**config.mk**
```make
export PLATFORM = sky130hd
export DESIGN_NAME = proportional_band_pid_step
export DESIGN_NICKNAME = d
export VERILOG_FILES = /design/src/pbpid_pkg.sv /design/src/pbpid_ctrl.sv /design/src/pbpid_datapath.sv /design/src/proportional_band_pid_step.sv
export SDC_FILE = /design/constraint.sdc
export NUM_CORES = 2
export LEC_CHECK = 0
export BUFFER_PORTS_ARGS = -buffer_cell sky130_fd_sc_hd__buf_2
export CORE_MARGIN = 2
export CORE_UTILIZATION = 30
export DETAILED_ROUTE_END_ITERATION = 16
export GPL_ROUTABILITY_DRIVEN = 0
export PLACE_DENSITY_LB_ADDON = 0.3
export SLEW_MARGIN = 25
export SYNTH_ARGS = -nofsm -noshare
export SYNTH_HDL_FRONTEND = slang
export SYNTH_SLANG_ARGS = --single-unit
```
**constraint.sdc**
```tcl
create_clock -name clk -period 34 [get_ports clk]
set_input_delay 3.4 -clock clk [delete_from_list [all_inputs] [get_ports clk]]
set_output_delay 3.4 -clock clk [all_outputs]
set_load 0.01 [all_outputs]
```
**src/pbpid_pkg.sv**
```systemverilog
// Shared types, widths and constants of the proportional-band PID step.
package pbpid_pkg;

  typedef logic signed [15:0] meas_t;
  typedef logic        [15:0] dt_t;
  typedef logic signed [31:0] gain_t;
  typedef logic        [31:0] limit_t;
  typedef logic signed [16:0] err_t;
  typedef logic signed [32:0] int_t;
  typedef logic signed [33:0] isum_t;
  typedef logic signed [32:0] mul_t;
  typedef logic signed [65:0] prod_t;
  typedef logic signed [49:0] p_t;
  typedef logic signed [61:0] i_t;
  typedef logic signed [48:0] d_t;
  typedef logic signed [62:0] acc_t;
  typedef logic        [47:0] mag_t;
  typedef logic        [15:0] rem_t;
  typedef logic        [16:0] rem_ext_t;
  typedef logic        [5:0]  div_cnt_t;
  typedef logic        [2:0]  cfg_index_t;
  typedef logic        [31:0] cfg_data_t;

  localparam cfg_index_t REG_GAIN_P         = 3'd0;
  localparam cfg_index_t REG_GAIN_I         = 3'd1;
  localparam cfg_index_t REG_GAIN_D         = 3'd2;
  localparam cfg_index_t REG_INTEGRAL_LIMIT = 3'd3;
  localparam cfg_index_t REG_TARGET         = 3'd4;

  localparam meas_t    LAST_RESET  = 16'sd2400;
  localparam limit_t   LIMIT_RESET = 32'hFFFF_FFFF;
  localparam p_t       P_OFFSET    = p_t'((64'sd1 <<< 27) + (64'sd1 <<< 11));
  localparam prod_t    TERM_LIMIT  = prod_t'(1) <<< 60;
  localparam acc_t     DRIVE_MAX   = acc_t'(64'sh7FFF_FFFF);
  localparam acc_t     DRIVE_MIN   = -(acc_t'(1) <<< 31);
  localparam div_cnt_t DIV_LAST    = 6'd47;

  typedef struct packed {
    logic signed [15:0] measurement;
    logic        [15:0] elapsed_seconds;
  } in_item_t;

  typedef struct packed {
    logic signed [31:0] drive;
    logic               saturated;
  } out_item_t;

  typedef enum logic [3:0] {
    OP_IDLE,
    OP_LOAD,
    OP_MUL_P,
    OP_MUL_E,
    OP_ADD_E,
    OP_CLAMP,
    OP_MUL_I,
    OP_MUL_D,
    OP_DIV_INIT,
    OP_DIV_STEP,
    OP_DIV_FIX,
    OP_SUM_PI,
    OP_SUM_D,
    OP_OUT
  } dp_op_t;

  typedef struct packed {
    logic dt_zero;
    logic div_last;
  } dp_status_t;

endpackage

```
**src/pbpid_ctrl.sv**
```systemverilog
// Sequencing state machine of the PID step: issues one datapath command per cycle.
module pbpid_ctrl (
  input  logic                  clk,
  input  logic                  rst,
  input  logic                  in_valid,
  output logic                  in_ready,
  output logic                  out_valid,
  input  logic                  out_ready,
  input  pbpid_pkg::dp_status_t status,
  output pbpid_pkg::dp_op_t     op
);

  typedef enum logic [3:0] {
    ST_IDLE,
    ST_MUL_P,
    ST_MUL_E,
    ST_ADD_E,
    ST_CLAMP,
    ST_MUL_I,
    ST_MUL_D,
    ST_DIV_INIT,
    ST_DIV,
    ST_DIV_FIX,
    ST_SUM_PI,
    ST_SUM_D,
    ST_OUT
  } state_t;

  state_t state;
  logic   out_free;

  assign in_ready = (state == ST_IDLE);
  assign out_free = !out_valid || out_ready;

  always_comb begin
    unique case (state)
      ST_IDLE:     op = in_valid ? pbpid_pkg::OP_LOAD : pbpid_pkg::OP_IDLE;
      ST_MUL_P:    op = pbpid_pkg::OP_MUL_P;
      ST_MUL_E:    op = pbpid_pkg::OP_MUL_E;
      ST_ADD_E:    op = pbpid_pkg::OP_ADD_E;
      ST_CLAMP:    op = pbpid_pkg::OP_CLAMP;
      ST_MUL_I:    op = pbpid_pkg::OP_MUL_I;
      ST_MUL_D:    op = pbpid_pkg::OP_MUL_D;
      ST_DIV_INIT: op = pbpid_pkg::OP_DIV_INIT;
      ST_DIV:      op = pbpid_pkg::OP_DIV_STEP;
      ST_DIV_FIX:  op = pbpid_pkg::OP_DIV_FIX;
      ST_SUM_PI:   op = pbpid_pkg::OP_SUM_PI;
      ST_SUM_D:    op = pbpid_pkg::OP_SUM_D;
      ST_OUT:      op = out_free ? pbpid_pkg::OP_OUT : pbpid_pkg::OP_IDLE;
      default:     op = pbpid_pkg::OP_IDLE;
    endcase
  end

  always_ff @(posedge clk) begin
    if (rst) begin
      state     <= ST_IDLE;
      out_valid <= 1'b0;
    end else begin
      if (state == ST_OUT && out_free) begin
        out_valid <= 1'b1;
      end else if (out_ready) begin
        out_valid <= 1'b0;
      end
      unique case (state)
        ST_IDLE: begin
          if (in_valid) begin
            state <= ST_MUL_P;
          end
        end
        ST_MUL_P:    state <= ST_MUL_E;
        ST_MUL_E:    state <= ST_ADD_E;
        ST_ADD_E:    state <= ST_CLAMP;
        ST_CLAMP:    state <= ST_MUL_I;
        ST_MUL_I:    state <= ST_MUL_D;
        ST_MUL_D:    state <= ST_DIV_INIT;
        ST_DIV_INIT: state <= status.dt_zero ? ST_SUM_PI : ST_DIV;
        ST_DIV: begin
          if (status.div_last) begin
            state <= ST_DIV_FIX;
          end
        end
        ST_DIV_FIX:  state <= ST_SUM_PI;
        ST_SUM_PI:   state <= ST_SUM_D;
        ST_SUM_D:    state <= ST_OUT;
        ST_OUT: begin
          if (out_free) begin
            state <= ST_IDLE;
          end
        end
        default:     state <= ST_IDLE;
      endcase
    end
  end

endmodule

```
**src/pbpid_datapath.sv**
```systemverilog
// Datapath of the PID step: configuration registers, shared multiplier, divider and output.
module pbpid_datapath (
  input  logic                  clk,
  input  logic                  rst,
  input  pbpid_pkg::dp_op_t     op,
  output pbpid_pkg::dp_status_t status,
  input  pbpid_pkg::in_item_t   in_data,
  output pbpid_pkg::out_item_t  out_data,
  input  logic                  cfg_write,
  input  pbpid_pkg::cfg_index_t cfg_index,
  input  pbpid_pkg::cfg_data_t  cfg_data
);

  pbpid_pkg::gain_t    gain_p;
  pbpid_pkg::gain_t    gain_i;
  pbpid_pkg::gain_t    gain_d;
  pbpid_pkg::limit_t   integral_limit;
  pbpid_pkg::meas_t    target;
  pbpid_pkg::int_t     integral_sum;
  pbpid_pkg::meas_t    last_measurement;

  pbpid_pkg::dt_t      dt;
  pbpid_pkg::err_t     err;
  pbpid_pkg::err_t     delta;
  pbpid_pkg::prod_t    prod;
  pbpid_pkg::p_t       p_term;
  pbpid_pkg::isum_t    isum;
  pbpid_pkg::i_t       i_term;
  pbpid_pkg::d_t       d_term;
  pbpid_pkg::mag_t     quot;
  pbpid_pkg::rem_t     rem;
  logic                div_neg;
  pbpid_pkg::div_cnt_t div_cnt;
  pbpid_pkg::acc_t     acc;

  pbpid_pkg::mul_t     mul_a;
  pbpid_pkg::mul_t     mul_b;
  pbpid_pkg::prod_t    mul_full;
  pbpid_pkg::meas_t    meas_in;
  pbpid_pkg::err_t     err_next;
  pbpid_pkg::err_t     delta_next;
  pbpid_pkg::isum_t    lim_pos;
  pbpid_pkg::isum_t    lim_neg;
  pbpid_pkg::d_t       d_raw;
  pbpid_pkg::d_t       d_abs;
  pbpid_pkg::d_t       quot_s;
  pbpid_pkg::rem_ext_t rem_shift;
  pbpid_pkg::rem_ext_t rem_diff;
  logic                rem_ge;
  pbpid_pkg::acc_t     q_full;

  assign meas_in    = $signed(in_data.measurement);
  assign err_next   = pbpid_pkg::err_t'(meas_in) - pbpid_pkg::err_t'(target);
  assign delta_next = pbpid_pkg::err_t'(meas_in) - pbpid_pkg::err_t'(last_measurement);

  always_comb begin
    unique case (op)
      pbpid_pkg::OP_MUL_P: begin
        mul_a = pbpid_pkg::mul_t'(gain_p);
        mul_b = pbpid_pkg::mul_t'(err);
      end
      pbpid_pkg::OP_MUL_E: begin
        mul_a = pbpid_pkg::mul_t'(err);
        mul_b = pbpid_pkg::mul_t'({1'b0, dt});
      end
      pbpid_pkg::OP_MUL_I: begin
        mul_a = pbpid_pkg::mul_t'(gain_i);
        mul_b = integral_sum;
      end
      pbpid_pkg::OP_MUL_D: begin
        mul_a = pbpid_pkg::mul_t'(gain_d);
        mul_b = pbpid_pkg::mul_t'(delta);
      end
      default: begin
        mul_a = '0;
        mul_b = '0;
      end
    endcase
  end

  assign mul_full = pbpid_pkg::prod_t'(mul_a) * pbpid_pkg::prod_t'(mul_b);

  assign lim_pos = $signed({2'b00, integral_limit});
  assign lim_neg = -lim_pos;

  assign d_raw  = $signed(prod[48:0]);
  assign d_abs  = d_raw[48] ? -d_raw : d_raw;
  assign quot_s = pbpid_pkg::d_t'({1'b0, quot});

  assign rem_shift = {rem, quot[47]};
  assign rem_diff  = rem_shift - {1'b0, dt};
  assign rem_ge    = (rem_shift >= {1'b0, dt});

  assign q_full = acc >>> 12;

  assign status.dt_zero  = (dt == '0);
  assign status.div_last = (div_cnt == pbpid_pkg::DIV_LAST);

  // Registers with a defined reset value; a target write clears the integral.
  always_ff @(posedge clk) begin
    if (rst) begin
      gain_p           <= '0;
      gain_i           <= '0;
      gain_d           <= '0;
      integral_limit   <= pbpid_pkg::LIMIT_RESET;
      target           <= '0;
      integral_sum     <= '0;
      last_measurement <= pbpid_pkg::LAST_RESET;
    end else begin
      if (op == pbpid_pkg::OP_LOAD) begin
        last_measurement <= meas_in;
      end
      if (op == pbpid_pkg::OP_CLAMP) begin
        if (isum > lim_pos) begin
          integral_sum <= pbpid_pkg::int_t'(lim_pos);
        end else if (isum < lim_neg) begin
          integral_sum <= pbpid_pkg::int_t'(lim_neg);
        end else begin
          integral_sum <= pbpid_pkg::int_t'(isum);
        end
      end
      if (cfg_write) begin
        unique case (cfg_index)
          pbpid_pkg::REG_GAIN_P:         gain_p         <= $signed(cfg_data);
          pbpid_pkg::REG_GAIN_I:         gain_i         <= $signed(cfg_data);
          pbpid_pkg::REG_GAIN_D:         gain_d         <= $signed(cfg_data);
          pbpid_pkg::REG_INTEGRAL_LIMIT: integral_limit <= cfg_data;
          pbpid_pkg::REG_TARGET: begin
            target       <= $signed(cfg_data[15:0]);
            integral_sum <= '0;
          end
          default: ;
        endcase
      end
    end
  end

  // Working registers of one item.
  always_ff @(posedge clk) begin
    unique case (op)
      pbpid_pkg::OP_LOAD: begin
        dt    <= in_data.elapsed_seconds;
        err   <= err_next;
        delta <= delta_next;
      end
      pbpid_pkg::OP_MUL_P: begin
        prod <= mul_full;
      end
      pbpid_pkg::OP_MUL_E: begin
        p_term <= pbpid_pkg::p_t'(prod) + pbpid_pkg::P_OFFSET;
        prod   <= mul_full;
      end
      pbpid_pkg::OP_ADD_E: begin
        isum <= pbpid_pkg::isum_t'(integral_sum) + pbpid_pkg::isum_t'(prod);
      end
      pbpid_pkg::OP_MUL_I: begin
        prod <= mul_full;
      end
      pbpid_pkg::OP_MUL_D: begin
        if (prod > pbpid_pkg::TERM_LIMIT) begin
          i_term <= pbpid_pkg::i_t'(pbpid_pkg::TERM_LIMIT);
        end else if (prod < -pbpid_pkg::TERM_LIMIT) begin
          i_term <= pbpid_pkg::i_t'(-pbpid_pkg::TERM_LIMIT);
        end else begin
          i_term <= pbpid_pkg::i_t'(prod);
        end
        prod <= mul_full;
      end
      pbpid_pkg::OP_DIV_INIT: begin
        d_term  <= '0;
        div_neg <= d_raw[48];
        quot    <= pbpid_pkg::mag_t'(d_abs);
        rem     <= '0;
        div_cnt <= '0;
      end
      pbpid_pkg::OP_DIV_STEP: begin
        rem     <= rem_ge ? rem_diff[15:0] : rem_shift[15:0];
        quot    <= {quot[46:0], rem_ge};
        div_cnt <= div_cnt + 1'b1;
      end
      pbpid_pkg::OP_DIV_FIX: begin
        d_term <= div_neg ? -quot_s : quot_s;
      end
      pbpid_pkg::OP_SUM_PI: begin
        acc <= pbpid_pkg::acc_t'(p_term) + pbpid_pkg::acc_t'(i_term);
      end
      pbpid_pkg::OP_SUM_D: begin
        acc <= acc + pbpid_pkg::acc_t'(d_term);
      end
      pbpid_pkg::OP_OUT: begin
        if (q_full > pbpid_pkg::DRIVE_MAX) begin
          out_data.drive     <= pbpid_pkg::gain_t'(pbpid_pkg::DRIVE_MAX);
          out_data.saturated <= 1'b1;
        end else if (q_full < pbpid_pkg::DRIVE_MIN) begin
          out_data.drive     <= pbpid_pkg::gain_t'(pbpid_pkg::DRIVE_MIN);
          out_data.saturated <= 1'b1;
        end else begin
          out_data.drive     <= pbpid_pkg::gain_t'(q_full);
          out_data.saturated <= 1'b0;
        end
      end
      default: ;
    endcase
  end

endmodule

```
**src/proportional_band_pid_step.sv**
```systemverilog
// Top level of the proportional-band PID step with clamped integral.
// The block takes a new item only once the last result has been put on offer; the pace is set by
// the one-bit-per-cycle divider of the derivative term, skipped when elapsed_seconds is 0, and
// the single shared 33 by 33 multiplier.
// Reset is synchronous: gains and target clear, the limit goes to all ones, the integral clears
// and the last measurement becomes 2400 (150 degrees).
module proportional_band_pid_step (
  input  logic                  clk,
  input  logic                  rst,
  input  logic                  in_valid,
  output logic                  in_ready,
  input  pbpid_pkg::in_item_t   in_data,
  output logic                  out_valid,
  input  logic                  out_ready,
  output pbpid_pkg::out_item_t  out_data,
  input  logic                  cfg_valid,
  output logic                  cfg_ready,
  input  pbpid_pkg::cfg_index_t cfg_index,
  input  pbpid_pkg::cfg_data_t  cfg_data
);

  pbpid_pkg::dp_op_t     op;
  pbpid_pkg::dp_status_t status;

  assign cfg_ready = 1'b1;

  pbpid_ctrl u_ctrl (
    .clk       (clk),
    .rst       (rst),
    .in_valid  (in_valid),
    .in_ready  (in_ready),
    .out_valid (out_valid),
    .out_ready (out_ready),
    .status    (status),
    .op        (op)
  );

  pbpid_datapath u_datapath (
    .clk       (clk),
    .rst       (rst),
    .op        (op),
    .status    (status),
    .in_data   (in_data),
    .out_data  (out_data),
    .cfg_write (cfg_valid && cfg_ready),
    .cfg_index (cfg_index),
    .cfg_data  (cfg_data)
  );

endmodule

```
==> flow_summary.ini <==
[power]
total_power_mw = 3.62
ir_drop_mv = 0.0447
powerDensity_nw_per_um2 = 42.4
power.leakage_nw = 37.9

[cts]
cts-buffers-inserted = 79
clock_sinks = 676
cts_buffer_depth = 3
cts_setup_buffers = 0
htreeDepth = 3
hold_buffers = 0
clkTransAtPathRegs_ns = 0.06
clock-root-buffer = clkbuf_16
cts_tree = yes
cts_resized = 0
insertion_delay_ns = 0.74

[final_layout]
drive_above_1_share = 0.0619
syn_to_final_growth_pct = 9.29
multiInputGateArea_um2 = 53900
seqCellArea_um2 = 18300
fillCellCount = 26623
fin_util = 0.330
fin_nets = 10190
antenna_cells = 0

[grt]
grt_pass1_wl_um = 393000
antenna_found_initial = 5
grt.total_usage = 0.194
grt_max_degree = 85
grt_pass1_vias = 62476
grt_overflow = 0

[sta]
rsz0062_at_grt = false
setup-violations-final = 0
hold_violations = 0
fin_tns_setup_ns = 0
finalCritPeriodShare = 0.394
finalWorstSetupSlack_ns = 20.60
tightest_slew_ns = 1.13
drv_slew = 0
max_freq_mhz = 74.6
fin_crit_ns = 13.40
skew_ns = 0.0502
slew_headroom = 0.243
holdWs_ns = 0.454

[yosys]
async_flop_share = 0
yosysTopAreaCellShare = 0.289
synthCells = 8594
yosys-top-cells-area = fa_1 (29%), edfxtp_1 (18%), ha_1 (7.9%)
yosysSeqAreaShare = 0.234
synth_area_per_cell_um2 = 9.10
ys_types = 85
syn_nets = 10287
netlist_area_um2 = 78200
synthFlopType = edfxtp_1
yosys_warnings = 0
ys_ff_latch = 676
synth_area_leader_cell = fa_1
synth_edf_count = 478

[routing]
dr.pass1.iters = 6
drt_iter0_drc = 5432
drc = 0
wirelength_um = 256000
detailroute.via_count = 60867
ant_nets = 0
wire_per_inst_um = 21.4
viasPerCell = 5.09

[floorplanning]
fp.dieW_um = 515
boundaryPins = 108
coreArea_um2 = 259000
row_count = 187
die_y_um = 515
dieArea_um2 = 265000
start_util = 0.302

[worst_setup_path]
end_kind = register
path_common_cell = fa_1
worstSetupStartpoint = in_valid
slowest_delay_ns = 0.83
crit_type = in2reg
cp-start-kind = input port
crit_required_ns = 34.48
critPathMaxFanout = 51
worstPathArrival_ns = 13.88
timing.rr.start = u_ctrl.state[2]$_SDFFE_PP0P_
crit_slowest_cell = nand2_1

[flow_run]
maxCapViolCount = 0

[placement]
dp_hpwl_um = 202000
io_buffers = 106
pre_cts_ws_ns = 19.79

[outcome]
status = finished, final reports clean

[worst_hold_path]
min_from = u_datapath.gain_p[12]$_SDFFE_PP0P_
min_path_type = reg2reg
## worst max-delay path, delay by kind of cell
kind / cells / cell delay (ns)
buffers and inverters: 8 / 1.38
adders and majority gates: 9 / 4.60
and+or+nand+nor: 6 / 1.77
AOI/OAI and AO/OA: 11 / 2.54
xor gates and xnor gates: 1 / 0.13
## synth_stat cells (all sizes together) (25+ instances only)
master,instances
inv,1284
nand2,1225
fa,1128
nor2,932
ha,493
edfxtp,478
a21oi,450
clkbuf,373
o21ai,320
xnor2,216
dfxtp,198
xor2,168
a21o,165
nand3,105
nor2b,103
nand4,59
o21a,59
nor3,58
and2,51
nand2b,50
mux2i,49
o31ai,45
a22oi,39
nand3b,38
and3,35
nor4,35
o21bai,35
buf,30
or4,28
a31oi,27
or3,25
## sequential cells by signal, summed over array words and instances, names as in the netlist, 16 cells and up
| register | flops |
|---|---|
| u_datapath.prod | 66 |
| u_datapath.gain_d | 32 |
| u_datapath.gain_p | 32 |
| u_datapath.integral_limit | 32 |
| u_datapath.d_term | 49 |
| u_datapath.last_measurement | 16 |
| u_datapath.i_term | 62 |
| u_datapath.dt | 16 |
| u_datapath.p_term | 50 |
| u_datapath.err | 17 |
| u_datapath.target | 16 |
| u_datapath.gain_i | 32 |
| u_datapath.rem | 16 |
| u_datapath.isum | 34 |
| u_datapath.integral_sum | 33 |
| u_datapath.delta | 17 |
| u_datapath.out_data | 33 |
| u_datapath.acc | 63 |
| u_datapath.quot | 48 |
## cell families (layout without fill, tap and decap cells)
kind of cell,Yosys count,in the layout,share of synthesized area
compound gates,1362,1362,0.109
fa+ha+maj,1621,1621,0.367
other cells,1,1,0.0000479
xor+xnor,384,384,0.0430
mux,66,66,0.00871
flops,676,676,0.234
simple gates,2796,2796,0.156
buf+inv,1688,1656,0.0816
## where the power goes
part           switching, mW  internal [mW]
Sequential            0.0951           1.02
Combinational           1.02          0.574
Clock                  0.389          0.529
Total                   1.50           2.12
## worst paths after layout
path                                                      endpoint  slack (ns)  depth (start not counted)
worst min register to register  u_datapath.gain_p[12]$_SDFFE_PP0P_        0.45                          2
worst min-delay path            u_datapath.gain_p[12]$_SDFFE_PP0P_        0.45                          2
worst max-delay path                 u_datapath.prod[63]$_DFFE_PP_       20.60                         35
worst max register to register       u_datapath.prod[63]$_DFFE_PP_       22.53                         34
## cell type report
cell class,instances,share of cell area
Tap cell,3402,0.0498
Clock inverter,46,0.00749
Timing Repair Buffer,225,0.0174
Multi-Input combinational cell,6230,0.630
Sequential cell,676,0.214
Inverter,1285,0.0564
Clock buffer,100,0.0250
## metrics by stage
| step | instance area, um^2 | cells |
|---|---|---|
| 2_1_floorplan | 78200 | 8594 |
| 3_3_place_gp | 82600 | 11815 |
| 3_5_place_dp | 82700 | 11815 |
| 4_1_cts | 85400 | 11961 |
| 5_1_grt | 85500 | 11964 |
| 6_report | 85500 | 11964 |
## routing by layer
| metal | part of all wire | global-route usage |
|---|---|---|
| met5 | 0.00022 | 0 |
| met4 | 0.039 | 0.0676 |
| met3 | 0.094 | 0.0462 |
| met2 | 0.42 | 0.286 |
| met1 | 0.45 | 0.274 |
## cells in the final DEF (no fill, tap or decap), drive strengths merged, types with 105 or more instances in the layout
master / netlist / layout
a21oi: 450 / 450
a21o: 165 / 165
nor2: 932 / 932
buf: 30 / 225
nand3: 105 / 105
xor2: 168 / 168
inv: 1284 / 1289
nand2: 1225 / 1225
ha: 493 / 493
edfxtp: 478 / 478
dfxtp: 198 / 198
xnor2: 216 / 216
fa: 1128 / 1128
o21ai: 320 / 320
No activity file was read; power rests on OpenSTA's default activity.
